===== src/smdos_pkg.sv =====
// ---------------------------------------------------------------------------
// smdos_pkg
// Types and constants shared by the sibling maternal dosage unit.
// ---------------------------------------------------------------------------
package smdos_pkg;

  localparam int WORK_MAX_BITS = 30;  // widest frequency kept for arithmetic
  localparam int FRAC_BITS     = 16;  // dosage fraction bits
  localparam int QUOT_BITS     = FRAC_BITS + 1;  // one integer bit, ratio < 2
  localparam int DOSAGE_BITS   = 18;

  // genotype code {!bit_b, !bit_a}
  typedef enum logic [1:0] {
    GT_HOM_ALT = 2'b00,
    GT_HET     = 2'b01,
    GT_BAD     = 2'b10,
    GT_AA      = 2'b11
  } geno_t;

  // unordered genotype pair
  typedef enum logic [2:0] {
    PAIR_AA_AA   = 3'd0,
    PAIR_AA_HET  = 3'd1,
    PAIR_AA_ALT  = 3'd2,
    PAIR_HET_HET = 3'd3,
    PAIR_HET_ALT = 3'd4,
    PAIR_ALT_ALT = 3'd5,
    PAIR_BAD     = 3'd6
  } pair_t;

  // per-stage control travelling with each item
  typedef struct packed {
    logic valid;
    logic invalid;
    logic last;
  } ctl_t;

  function automatic pair_t pair_class(geno_t g1, geno_t g2);
    geno_t lo;
    geno_t hi;
    pair_t pc;
    lo = (g1 < g2) ? g1 : g2;
    hi = (g1 < g2) ? g2 : g1;
    priority if (g1 == GT_BAD || g2 == GT_BAD) begin
      pc = PAIR_BAD;
    end else if (lo == GT_AA) begin
      pc = PAIR_AA_AA;
    end else if (lo == GT_HET && hi == GT_AA) begin
      pc = PAIR_AA_HET;
    end else if (lo == GT_HOM_ALT && hi == GT_AA) begin
      pc = PAIR_AA_ALT;
    end else if (lo == GT_HET && hi == GT_HET) begin
      pc = PAIR_HET_HET;
    end else if (lo == GT_HOM_ALT && hi == GT_HET) begin
      pc = PAIR_HET_ALT;
    end else begin
      pc = PAIR_ALT_ALT;
    end
    return pc;
  endfunction

endpackage


===== src/smdos_prep.sv =====
// ---------------------------------------------------------------------------
// smdos_prep
// Two-stage operand build: p = 1 - freq and p*p, then numerator and
// denominator of the dosage ratio for the genotype pair.
// ---------------------------------------------------------------------------
module smdos_prep import smdos_pkg::*; #(
  parameter int FREQ_BITS = 16
) (
  input  logic                 clk,
  input  logic                 rst,
  input  logic                 en,
  input  ctl_t                 ctl_in,
  input  geno_t                code1,
  input  geno_t                code2,
  input  logic [FREQ_BITS-1:0] allele_freq,
  output ctl_t                 ctl_out,
  output logic [2*((FREQ_BITS > WORK_MAX_BITS) ? WORK_MAX_BITS : FREQ_BITS)+1:0] num,
  output logic [2*((FREQ_BITS > WORK_MAX_BITS) ? WORK_MAX_BITS : FREQ_BITS)+1:0] den
);

  localparam int W  = (FREQ_BITS > WORK_MAX_BITS) ? WORK_MAX_BITS : FREQ_BITS;
  localparam int DW = 2 * W + 2;
  localparam logic [DW-1:0] S_X  = DW'(1) << W;
  localparam logic [DW-1:0] S2_X = DW'(1) << (2 * W);

  // stage A: frequency, p, p squared
  logic [W-1:0]  f_in;
  logic [W:0]    p_in;
  logic [DW-1:0] p2_in;

  logic [W-1:0]  a_f;
  logic [W:0]    a_p;
  logic [DW-1:0] a_p2;
  pair_t         a_pair;
  ctl_t          a_ctl;

  assign f_in  = allele_freq[FREQ_BITS-1 -: W];  // low bits dropped when wide
  assign p_in  = {1'b1, W'(0)} - {1'b0, f_in};
  assign p2_in = p_in * p_in;

  always_ff @(posedge clk) begin
    if (rst) begin
      a_ctl <= '0;
    end else if (en) begin
      a_ctl.valid   <= ctl_in.valid;
      a_ctl.last    <= ctl_in.last;
      a_ctl.invalid <= (pair_class(code1, code2) == PAIR_BAD);
    end
  end

  always_ff @(posedge clk) begin
    if (en) begin
      a_f    <= f_in;
      a_p    <= p_in;
      a_p2   <= p2_in;
      a_pair <= pair_class(code1, code2);
    end
  end

  // stage B: ratio operands
  logic [DW-1:0] f_x;
  logic [DW-1:0] ps_x;
  logic [DW-1:0] num_next;
  logic [DW-1:0] den_next;

  assign f_x  = DW'(a_f);
  assign ps_x = DW'(a_p) << W;

  always_comb begin
    unique case (a_pair)
      PAIR_AA_AA: begin
        num_next = f_x;
        den_next = (S_X << 1) - f_x;
      end
      PAIR_AA_HET: begin
        num_next = S_X;
        den_next = (S_X << 1) - f_x;
      end
      PAIR_AA_ALT: begin
        num_next = S_X;
        den_next = S_X;
      end
      PAIR_HET_HET: begin
        // 3S^2 - 2P^2 over 2S^2 + 2PS - 2P^2 (mod 2^DW, result fits)
        num_next = S2_X + (S2_X << 1) - (a_p2 << 1);
        den_next = (S2_X << 1) + (ps_x << 1) - (a_p2 << 1);
      end
      PAIR_HET_ALT: begin
        num_next = S_X + (f_x << 1);
        den_next = S_X + f_x;
      end
      PAIR_ALT_ALT: begin
        num_next = S_X + f_x + (f_x << 1);
        den_next = S_X + f_x;
      end
      default: begin
        // invalid pair: zero quotient
        num_next = '0;
        den_next = S_X;
      end
    endcase
  end

  always_ff @(posedge clk) begin
    if (rst) begin
      ctl_out <= '0;
    end else if (en) begin
      ctl_out <= a_ctl;
    end
  end

  always_ff @(posedge clk) begin
    if (en) begin
      num <= num_next;
      den <= den_next;
    end
  end

endmodule


===== src/smdos_cell.sv =====
// ---------------------------------------------------------------------------
// smdos_cell
// One restoring-division cell: compare, conditional subtract, one quotient
// bit; hands remainder, divisor and quotient to the next cell.
// ---------------------------------------------------------------------------
module smdos_cell import smdos_pkg::*; #(
  parameter int DW = 34
) (
  input  logic                 clk,
  input  logic                 rst,
  input  logic                 en,
  input  ctl_t                 ctl_in,
  input  logic [DW:0]          r_in,
  input  logic [DW-1:0]        d_in,
  input  logic [QUOT_BITS-1:0] q_in,
  output ctl_t                 ctl_out,
  output logic [DW:0]          r_out,
  output logic [DW-1:0]        d_out,
  output logic [QUOT_BITS-1:0] q_out
);

  logic        ge;
  logic [DW:0] diff;
  logic [DW:0] rem;

  assign ge   = (r_in >= {1'b0, d_in});
  assign diff = r_in - {1'b0, d_in};
  assign rem  = ge ? diff : r_in;

  always_ff @(posedge clk) begin
    if (rst) begin
      ctl_out <= '0;
    end else if (en) begin
      ctl_out <= ctl_in;
    end
  end

  always_ff @(posedge clk) begin
    if (en) begin
      r_out <= {rem[DW-1:0], 1'b0};  // rem < d, so the shift cannot overflow
      d_out <= d_in;
      q_out <= {q_in[QUOT_BITS-2:0], ge};
    end
  end

endmodule


===== src/sibling_maternal_dosage_unit.sv =====
// ---------------------------------------------------------------------------
// sibling_maternal_dosage_unit
// Pipeline: input transfer to result valid through 2 operand stages, then
//   17 division cells.
// Throughput: one marker per cycle while the output is not stalled; set by
//   the cell chain, one quotient bit per cell, every stage registered.
// Reset: rst clears every stage valid bit; no result pending afterwards.
// ---------------------------------------------------------------------------
module sibling_maternal_dosage_unit import smdos_pkg::*; #(
  parameter int FREQ_BITS = 16
) (
  input  logic                   clk,
  input  logic                   rst,
  // marker input
  input  logic                   in_valid,
  output logic                   in_ready,
  input  logic                   sib1_bit_a,
  input  logic                   sib1_bit_b,
  input  logic                   sib2_bit_a,
  input  logic                   sib2_bit_b,
  input  logic [FREQ_BITS-1:0]   allele_freq,
  input  logic                   last_marker,
  // dosage result
  output logic                   out_valid,
  input  logic                   out_ready,
  output logic [DOSAGE_BITS-1:0] dosage,
  output logic                   invalid_pair,
  output logic                   last_result
);

  // Working frequency width and ratio operand widths.
  localparam int W  = (FREQ_BITS > WORK_MAX_BITS) ? WORK_MAX_BITS : FREQ_BITS;
  localparam int DW = 2 * W + 2;

  // Whole pipe advances together; it freezes only while a result sits at
  // the output and the sink does not take it. Empty stages are not closed up
  // during a stall; a new transfer is taken whenever the output is not blocked.
  logic en;
  assign en       = !(out_valid && !out_ready);
  assign in_ready = en;

  // Genotype codes come from the inverted stored bits.
  geno_t code1;
  geno_t code2;
  ctl_t  in_ctl;

  assign code1  = geno_t'({~sib1_bit_b, ~sib1_bit_a});
  assign code2  = geno_t'({~sib2_bit_b, ~sib2_bit_a});
  assign in_ctl = '{valid: in_valid, invalid: 1'b0, last: last_marker};

  // Operand build: numerator and denominator of the pair's ratio.
  ctl_t          prep_ctl;
  logic [DW-1:0] num;
  logic [DW-1:0] den;

  smdos_prep #(
    .FREQ_BITS (FREQ_BITS)
  ) u_prep (
    .clk         (clk),
    .rst         (rst),
    .en          (en),
    .ctl_in      (in_ctl),
    .code1       (code1),
    .code2       (code2),
    .allele_freq (allele_freq),
    .ctl_out     (prep_ctl),
    .num         (num),
    .den         (den)
  );

  // Division chain. Every ratio is below 2, so the first cell yields the
  // integer bit and the next 16 the fraction (rounded toward zero). A fixed
  // pair (aa with AA) and the invalid case enter as plain 1/1 and 0/S.
  ctl_t                 ctl_c [0:QUOT_BITS];
  logic [DW:0]          r_c   [0:QUOT_BITS];
  logic [DW-1:0]        d_c   [0:QUOT_BITS];
  logic [QUOT_BITS-1:0] q_c   [0:QUOT_BITS];

  assign ctl_c[0] = prep_ctl;
  assign r_c[0]   = {1'b0, num};
  assign d_c[0]   = den;
  assign q_c[0]   = '0;

  for (genvar i = 0; i < QUOT_BITS; i++) begin : g_cell
    smdos_cell #(
      .DW (DW)
    ) u_cell (
      .clk     (clk),
      .rst     (rst),
      .en      (en),
      .ctl_in  (ctl_c[i]),
      .r_in    (r_c[i]),
      .d_in    (d_c[i]),
      .q_in    (q_c[i]),
      .ctl_out (ctl_c[i+1]),
      .r_out   (r_c[i+1]),
      .d_out   (d_c[i+1]),
      .q_out   (q_c[i+1])
    );
  end

  // Last cell's registers are the output register.
  assign out_valid    = ctl_c[QUOT_BITS].valid;
  assign dosage       = DOSAGE_BITS'(q_c[QUOT_BITS]);
  assign invalid_pair = ctl_c[QUOT_BITS].invalid;
  assign last_result  = ctl_c[QUOT_BITS].last;

endmodule


===== config.mk =====
export PLATFORM = sky130hd
export DESIGN_NAME = sibling_maternal_dosage_unit
export DESIGN_NICKNAME = d
export VERILOG_FILES = /design/src/smdos_pkg.sv /design/src/smdos_prep.sv /design/src/smdos_cell.sv /design/src/sibling_maternal_dosage_unit.sv
export SDC_FILE = /design/constraint.sdc
export NUM_CORES = 2
export LEC_CHECK = 0
export ABC_CLOCK_PERIOD_IN_PS = 45500
export BUFFER_PORTS_ARGS = -buffer_cell sky130_fd_sc_hd__buf_2
export CAP_MARGIN = 5
export CORE_MARGIN = 4
export CORE_UTILIZATION = 40
export DETAILED_ROUTE_END_ITERATION = 6
export SYNTH_ARGS = -nofsm -noshare
export SYNTH_HDL_FRONTEND = slang
export SYNTH_SLANG_ARGS = --single-unit
export TNS_END_PERCENT = 30

===== constraint.sdc =====
create_clock -name clk -period 45.5 [get_ports clk]
set_input_delay 4.55 -clock clk [delete_from_list [all_inputs] [get_ports clk]]
set_output_delay 4.55 -clock clk [all_outputs]
set_load 0.02 [all_outputs]

## Yosys cells after proc, flatten, opt, wreduce, memory -nomap -nowiden

Index checks and enable logic that the tools add are counted.
W data, S select, Z words.

| operators by class | value |
|---|---|
| add/sub/neg operators | 24 |
| $mul | 1 |
| $lt $le $gt $ge | 18 |
| equal/unequal tests | 12 |
| multiplexer cells | 28 |
| bitwise operators | 4 |
| reduce and logical (&&, ||, !) cells | 13 |

Operators by type and width:

| operator | number |
|---|---|
| $sub A34 B34 Y34 | 17 |
| $ge A35 B34 Y1 | 16 |
| $mux W34 | 16 |
| $pmux W34 S5 | 1 |
| $pmux W34 S3 | 1 |
| $add A34 B17 Y34 | 1 |
| $add A34 B34 Y34 const A | 1 |
| $ge A34 B34 Y1 | 1 |
| $sub A34 B34 Y34 const A | 1 |
| $mul A17 B17 Y33 | 1 |
| $mux W3 | 7 |
| $sub A18 B16 Y19 const A | 1 |
| $add A17 B16 Y18 const A | 1 |
| $add A17 B17 Y18 const A | 1 |
| $sub A17 B16 Y17 const A | 1 |
| $eq A3 B3 Y1 const B | 3 |
| $eq A2 B2 Y1 const B | 4 |
| $eq A3 B2 Y1 const B | 2 |
| $reduce_or A2 Y1 | 3 |
| $logic_and A1 B1 Y1 | 5 |
| $eq A2 B1 Y1 const B | 2 |
| $mux W2 | 2 |
| $not A1 Y1 | 4 |
| $eq A3 B1 Y1 const B | 1 |
| 6 further kinds | 7 |

| word-level totals | value |
|---|---|
| register bits | 1435 |
| input bits | 25 |
| output and inout bits | 22 |
| logic and storage cells | 227 |

## Longest topological paths before layout

| depth | value |
|---|---|
| depth after elaboration | 14 |
| depth in mapped cells | 33 |
| gate-level depth less buffers | 31 |

## Hierarchy

Synthesis repeated with hierarchy kept, for this count alone.

| second synthesis, totals | value |
|---|---|
| cells, all modules | 9769 |
| area, all modules | 102189.3 um^2 |

Modules (own cells, without submodules):

| module | instances | cells an instance | area each (um^2) |
|---|---|---|---|
| smdos_cell at g_cell[0].u_cell ... | 10 | 475 | 5037.3 |
| smdos_cell at g_cell[14].u_cell ... | 5 | 488 | 5086.1 |
| smdos_prep | 1 | 1609 | 16074.2 |
| smdos_cell at g_cell[13].u_cell | 1 | 480 | 5158.7 |
| smdos_cell at g_cell[16].u_cell | 1 | 483 | 5119.9 |
| sibling_maternal_dosage_unit | 1 | 7 | 32.5 |

## Worst setup path before layout

OpenSTA, ideal clock, no wires.

| timing | value |
|---|---|
| path type | input port to output port |
| from | input port out_ready |
| to | output port in_ready |
| data arrival time | 42.045 ns |
| slack | -1.095 ns |
| stages on the path | 3 |
| cells stage by stage | nor2b_1 inv_1 clkbuf_1 |

| on the way | value |
|---|---|
| word-level cells in the longest chain between the ends | 3 |

Ends and longest elaborated chain:

| item | line | source |
|---|---|---|
| start, declared | sibling_maternal_dosage_unit.sv:25 | `input logic out_ready,` |
| $logic_not A1 Y1 | sibling_maternal_dosage_unit.sv:39 | `assign en = !(out_valid && !out_ready);` |
| $logic_and A1 B1 Y1 | sibling_maternal_dosage_unit.sv:39 |  |
| $logic_not A1 Y1 | sibling_maternal_dosage_unit.sv:39 |  |
| end, declared | sibling_maternal_dosage_unit.sv:16 | `output logic in_ready,` |

No other way between the ends.

## Worst setup path in the final report

| timing | value |
|---|---|
| from | input port allele_freq[3] |
| to | register u_prep.a_p2[30], data pin |

| on the way | value |
|---|---|
| word-level cells in the longest chain between the ends | 2 |

Ends and longest elaborated chain:

| item | line | source |
|---|---|---|
| start, declared | sibling_maternal_dosage_unit.sv:21 | `input logic [FREQ_BITS-1:0] allele_freq,` |
| $sub A17 B16 Y17 | smdos_prep.sv:38 | `assign p_in = {1'b1, W'(0)} - {1'b0, f_in};` |
| via u_prep.p_in[13] | smdos_prep.sv:28 | `logic [W:0] p_in;` |
| $mul A17 B17 Y33 | smdos_prep.sv:39 | `assign p2_in = p_in * p_in;` |
| via u_prep.p2_in[30] | smdos_prep.sv:29 | `logic [DW-1:0] p2_in;` |
| end signal, assigned | smdos_prep.sv:55 | `a_p2 <= p2_in;` |
| end, declared | smdos_prep.sv:33 | `logic [DW-1:0] a_p2;` |

The timed path passes the listed nets, and every way through them passes these cells.
A chain may end at the register's enable or synchronous reset.

==> results.md <==
Synthesis:
- By area, the combinational part of the netlist is dominated by adder cells.
- Ranked by instance count, the synthesized netlist is headed by edfxtp_1 (1375), inv_1 (1060), ha_1 (747).
- The synthesized-area fraction occupied by ao, oa, aoi and oai cells is 0.139.
- The most used standard cell by instance count after synthesis is edfxtp_1.
- Of the total synthesized cell area, the portion taken by full adders, half adders and majority gates is 0.150.
- The synthesized netlist occupies a cell area of 89900 um^2.
- The post-synthesis async set-or-reset flop share is 0.
- The synthesized design contains 1432 register bits.
- The synthesized area divided by synthesized cell count is 10.7 um^2.
- In this run, synthesis inferred 1375 flip-flops with an integrated enable.
- Of the total synthesized cell area, the portion taken by XOR and XNOR cells is 0.0547.
- The number of warnings reported in the yosys synthesis log is 0.
- The number of unique standard cell types used by synthesis is 96.
- By area the synthesized netlist is led by edfxtp_1 (46%), ha_1 (10%), fa_1 (4.7%).
- Synthesis produced 8372 cells.
- The portion of synthesized cell area occupied by the leading cell type is 0.459.
- The portion of synthesized area spent on multiplexers is 0.0296.
- The register area share after synthesis is 0.472.
- The most used flip-flop cell after synthesis is edfxtp_1.
- Of the total synthesized cell area, the portion taken by AND, OR, NAND and NOR gates is 0.102.
- The largest area contributor in the netlist is edfxtp_1.

Clock tree:
- The post-CTS setup-driven buffer insertion count is 0.
- After clock tree synthesis, the clock-pin slew on the worst setup and hold paths is 60 ps.
- The number of sinks handled by clock tree synthesis is 1432.
- The clock tree from TritonCTS is built.
- The number of buffers on the longest clock path is 3.
- In this run, CTS created clock tree buffers numbering 164.
- The root buffer cell chosen for the clock tree is clkbuf_16.
- Gates resized during post-CTS repair numbered 0.
- In this run the number of H-tree levels came out at 4.
- The clock latency reported for the late side of the worst-skew pair is 790 ps.
- The post-cts hold buffer count is 0.

Setup path:
- The worst setup path is launched from an input port.
- For this run, the slowest stage of the critical path takes 680 ps.
- The number of buffers and inverters on the critical path is 7.
- Tracing the worst setup path back leads to its startpoint at allele_freq[3].
- The endpoint identified for the worst register-to-register timing path is g_cell[9].u_cell.r_out[15].
- Along the worst path, the maximum fanout reaches 10.
- Measured in cells, the most critical reg-to-reg path has a length of 7.
- For flop-to-flop paths, the worst setup slack is 40470 ps.
- The reg-to-reg startpoint is g_cell[16].u_cell.ctl_out[2].
- The cell that appears most often on the critical path is fa_1.
- The critical path's top delay family is adder cells.
- The worst endpoint data arrival time is 13760 ps.
- The kind of critical path is input port to flop.
- The category of the worst setup path capture point is a flop.
- For this design, the slowest cell found on the critical path is clkinv_1.
- At the worst endpoint, the required time is 46020 ps.

Global route:
- The wire length of the first global-routing pass is 325000 um.
- Entering global routing, the biggest net connects 197 pins.
- met2 is the most crowded layer.
- The via count of the first global-routing pass is 63400.
- The number of antenna violations at the first check in global routing was 0.
- The global routing usage on met1 is 0.167.
- The overall fraction of global-route tracks in use is 0.174.
- The met2 routing resource usage after global routing is 0.352.
- The residual overflow from global routing is 0.
- The met3 layer usage reported by global route is 0.0216.

Worst hold path:
- The worst hold path was traced through 0 stages.
- The worst hold path class is flop to flop.
- The path with the worst hold slack has its endpoint at g_cell[11].u_cell.q_out[2].
- The beginning of the worst hold path is g_cell[10].u_cell.q_out[1].

Detailed routing:
- The total detailed-routing wirelength is 203000 um.
- The length of the first detailed-routing pass in iterations is 5.
- The number of DRC violations after detailed routing is 0.
- The antenna violation net count after detailed routing is 0.
- The number of DRC markers in iteration 0 is 2338.
- In the routed layout, each cell is associated on average with a via count of 5.21.
- The final routed wire length divided by cell count is 17.5 um.
- The via total after detailed routing is 60400.

Timing:
- Summed over all failing endpoints, the final setup total negative slack is 0 ps.
- The timing-limited maximum frequency is 0.0755 GHz.
- Dividing the final minimum period by the clock period gives 0.291.
- The final number of max-transition violations is 0.
- In the post-route analysis, the smallest setup slack over all paths is 32260 ps.
- Between clock sinks in the finished design, the worst skew comes to 34.0 ps.
- The slew of the pin with the lowest slew margin is 1250 ps.
- The clock period could shrink to 13240 ps.
- The final hold violation count was 0.
- Setup repair after global routing left no endpoint under its margin.
- The setup violation total in the final timing report is 0.
- On the final layout, the worst hold slack is 412 ps.
- The worst slew margin relative to its limit is 0.148.

Placement:
- Once placement completed, the tool counted placed cells totaling 11300.
- The placed instances occupy a cell area of 93800 um^2.
- At the placement stage, the worst setup path has a slack of 31410 ps.
- The HPWL after detailed placement is 157000 um.
- The last weighted congestion value of the routability-driven placer is 0.956.
- The quantity of I/O buffers inserted on ports is 45.

Power:
- The design draws 8.42 mW.
- The worst voltage drop across the vdd grid is 0.0753 mV.
- In this run the power density over the cells is 84.9 nW/um^2.
- The leakage power is 40.7 nW.

Finish:
- The number of antenna diodes in the final layout is 0.
- In the final layout, the multi-input gates occupy 42900 um^2.
- The finished layout holds 11600 standard cells, fillers aside.
- Summing all flip-flop and latch instances after layout gives 42400 um^2.
- In the final design database the tool counted 9456 nets.
- In the final layout, the share of cells above drive strength 1 is 0.0701.
- Once layout is complete, the utilization of the core stands at 0.445.
- Compared with the post-synthesis result, the final layout area differs by 10.3%.
- The final non-filler cell area is 99200 um^2.
- Counting the fill cells in the layout gives 20600.

Floorplan:
- The floorplan core area is 223000 um^2.
- The die covers 233000 um^2.
- The total number of placement rows is 173.
- Measured along the y axis, the die boundary spans 482 um.
- The x dimension of the die is 482 um.
- For this design the top-level I/O count stands at 47.
- The initial core utilization is 0.403.

Run:
- The number of max-capacitance violations reported is 0.

Outcome:
- The run finished with clean final reports.
[where the power goes]
group          switching [mW]  internal, mW
sequential              0.220          2.16
clock                   0.534         0.774
combinational            2.69          2.04
[cell families (layout without fill, tap and decap cells)]
kind of cell,Yosys count,count (layout)
AO/OA/AOI/OAI,2000,2000
other,2,12
XOR/XNOR,562,562
buffers and inverters,1246,1471
multiplexers,241,241
adder cells (fa/ha/maj),956,956
AND/OR/NAND/NOR,1933,1933
flip-flops,1432,1432
[registers in the layout (all words and copies together), names as in the netlist]
signal	count
u_prep.a_f	15
g_cell.u_cell.ctl_out	51
g_cell.u_cell.q_out	153
u_prep.a_p	16
u_prep.a_pair	3
u_prep.den	34
u_prep.ctl_out	3
g_cell.u_cell.d_out	544
u_prep.a_ctl	3
u_prep.a_p2	32
u_prep.num	34
g_cell.u_cell.r_out	544
[routing by layer]
layer | vias up | routed length, um
li1 | 30000 | -
met4 | 0 | 12500
met2 | 1059 | 113000
met5 | - | 0
met1 | 28800 | 72500
met3 | 536 | 5160
[layout make-up]
class / count / share of cell area
Clock inverter: 101 / 0.00961
Inverter: 1067 / 0.0405
Multi-Input combinational cell: 5704 / 0.433
Timing Repair Buffer: 106 / 0.00718
Clock buffer: 197 / 0.0444
Sequential cell: 1432 / 0.428
Tap cell: 2975 / 0.0375
[placed cells by master, fill, tap and decap left out, drive strengths merged, types with 15 or more instances in the layout]
cell    count
clkinv     82
nand2     716
o211ai     23
o21a       69
a221oi     15
edfxtp   1375
o31ai      53
dfxtp      57
bufinv     15
inv      1067
and3       65
buf       106
nand3     109
o22ai      16
nor4       26
o21ai     513
o21bai     76
a21oi     573
a31oi      71
clkbuf    197
nand2b    112
nor3      105
or3        34
fa        209
nor2b     104
and4       18
nor2      438
a211oi     56
a21o      334
mux2      199
nand4      86
a21boi     33
ha        747
or2        26
xor2      218
mux2i      42
and2       41
o221ai     18
xnor2     344
[how the worst max path moves through the flow]
stage / to / slack [ps] / cells after the start
floorplan: in_ready / 19070 / 3
global placement: u_prep.a_p2[30] / 31360 / 25
detailed placement: u_prep.a_p2[30] / 31410 / 31
CTS: u_prep.a_p2[30] / 32240 / 31
global route: u_prep.a_p2[30] / 31650 / 31
finish: u_prep.a_p2[30] / 32260 / 31
No activity file was read; power rests on OpenSTA's default activity.
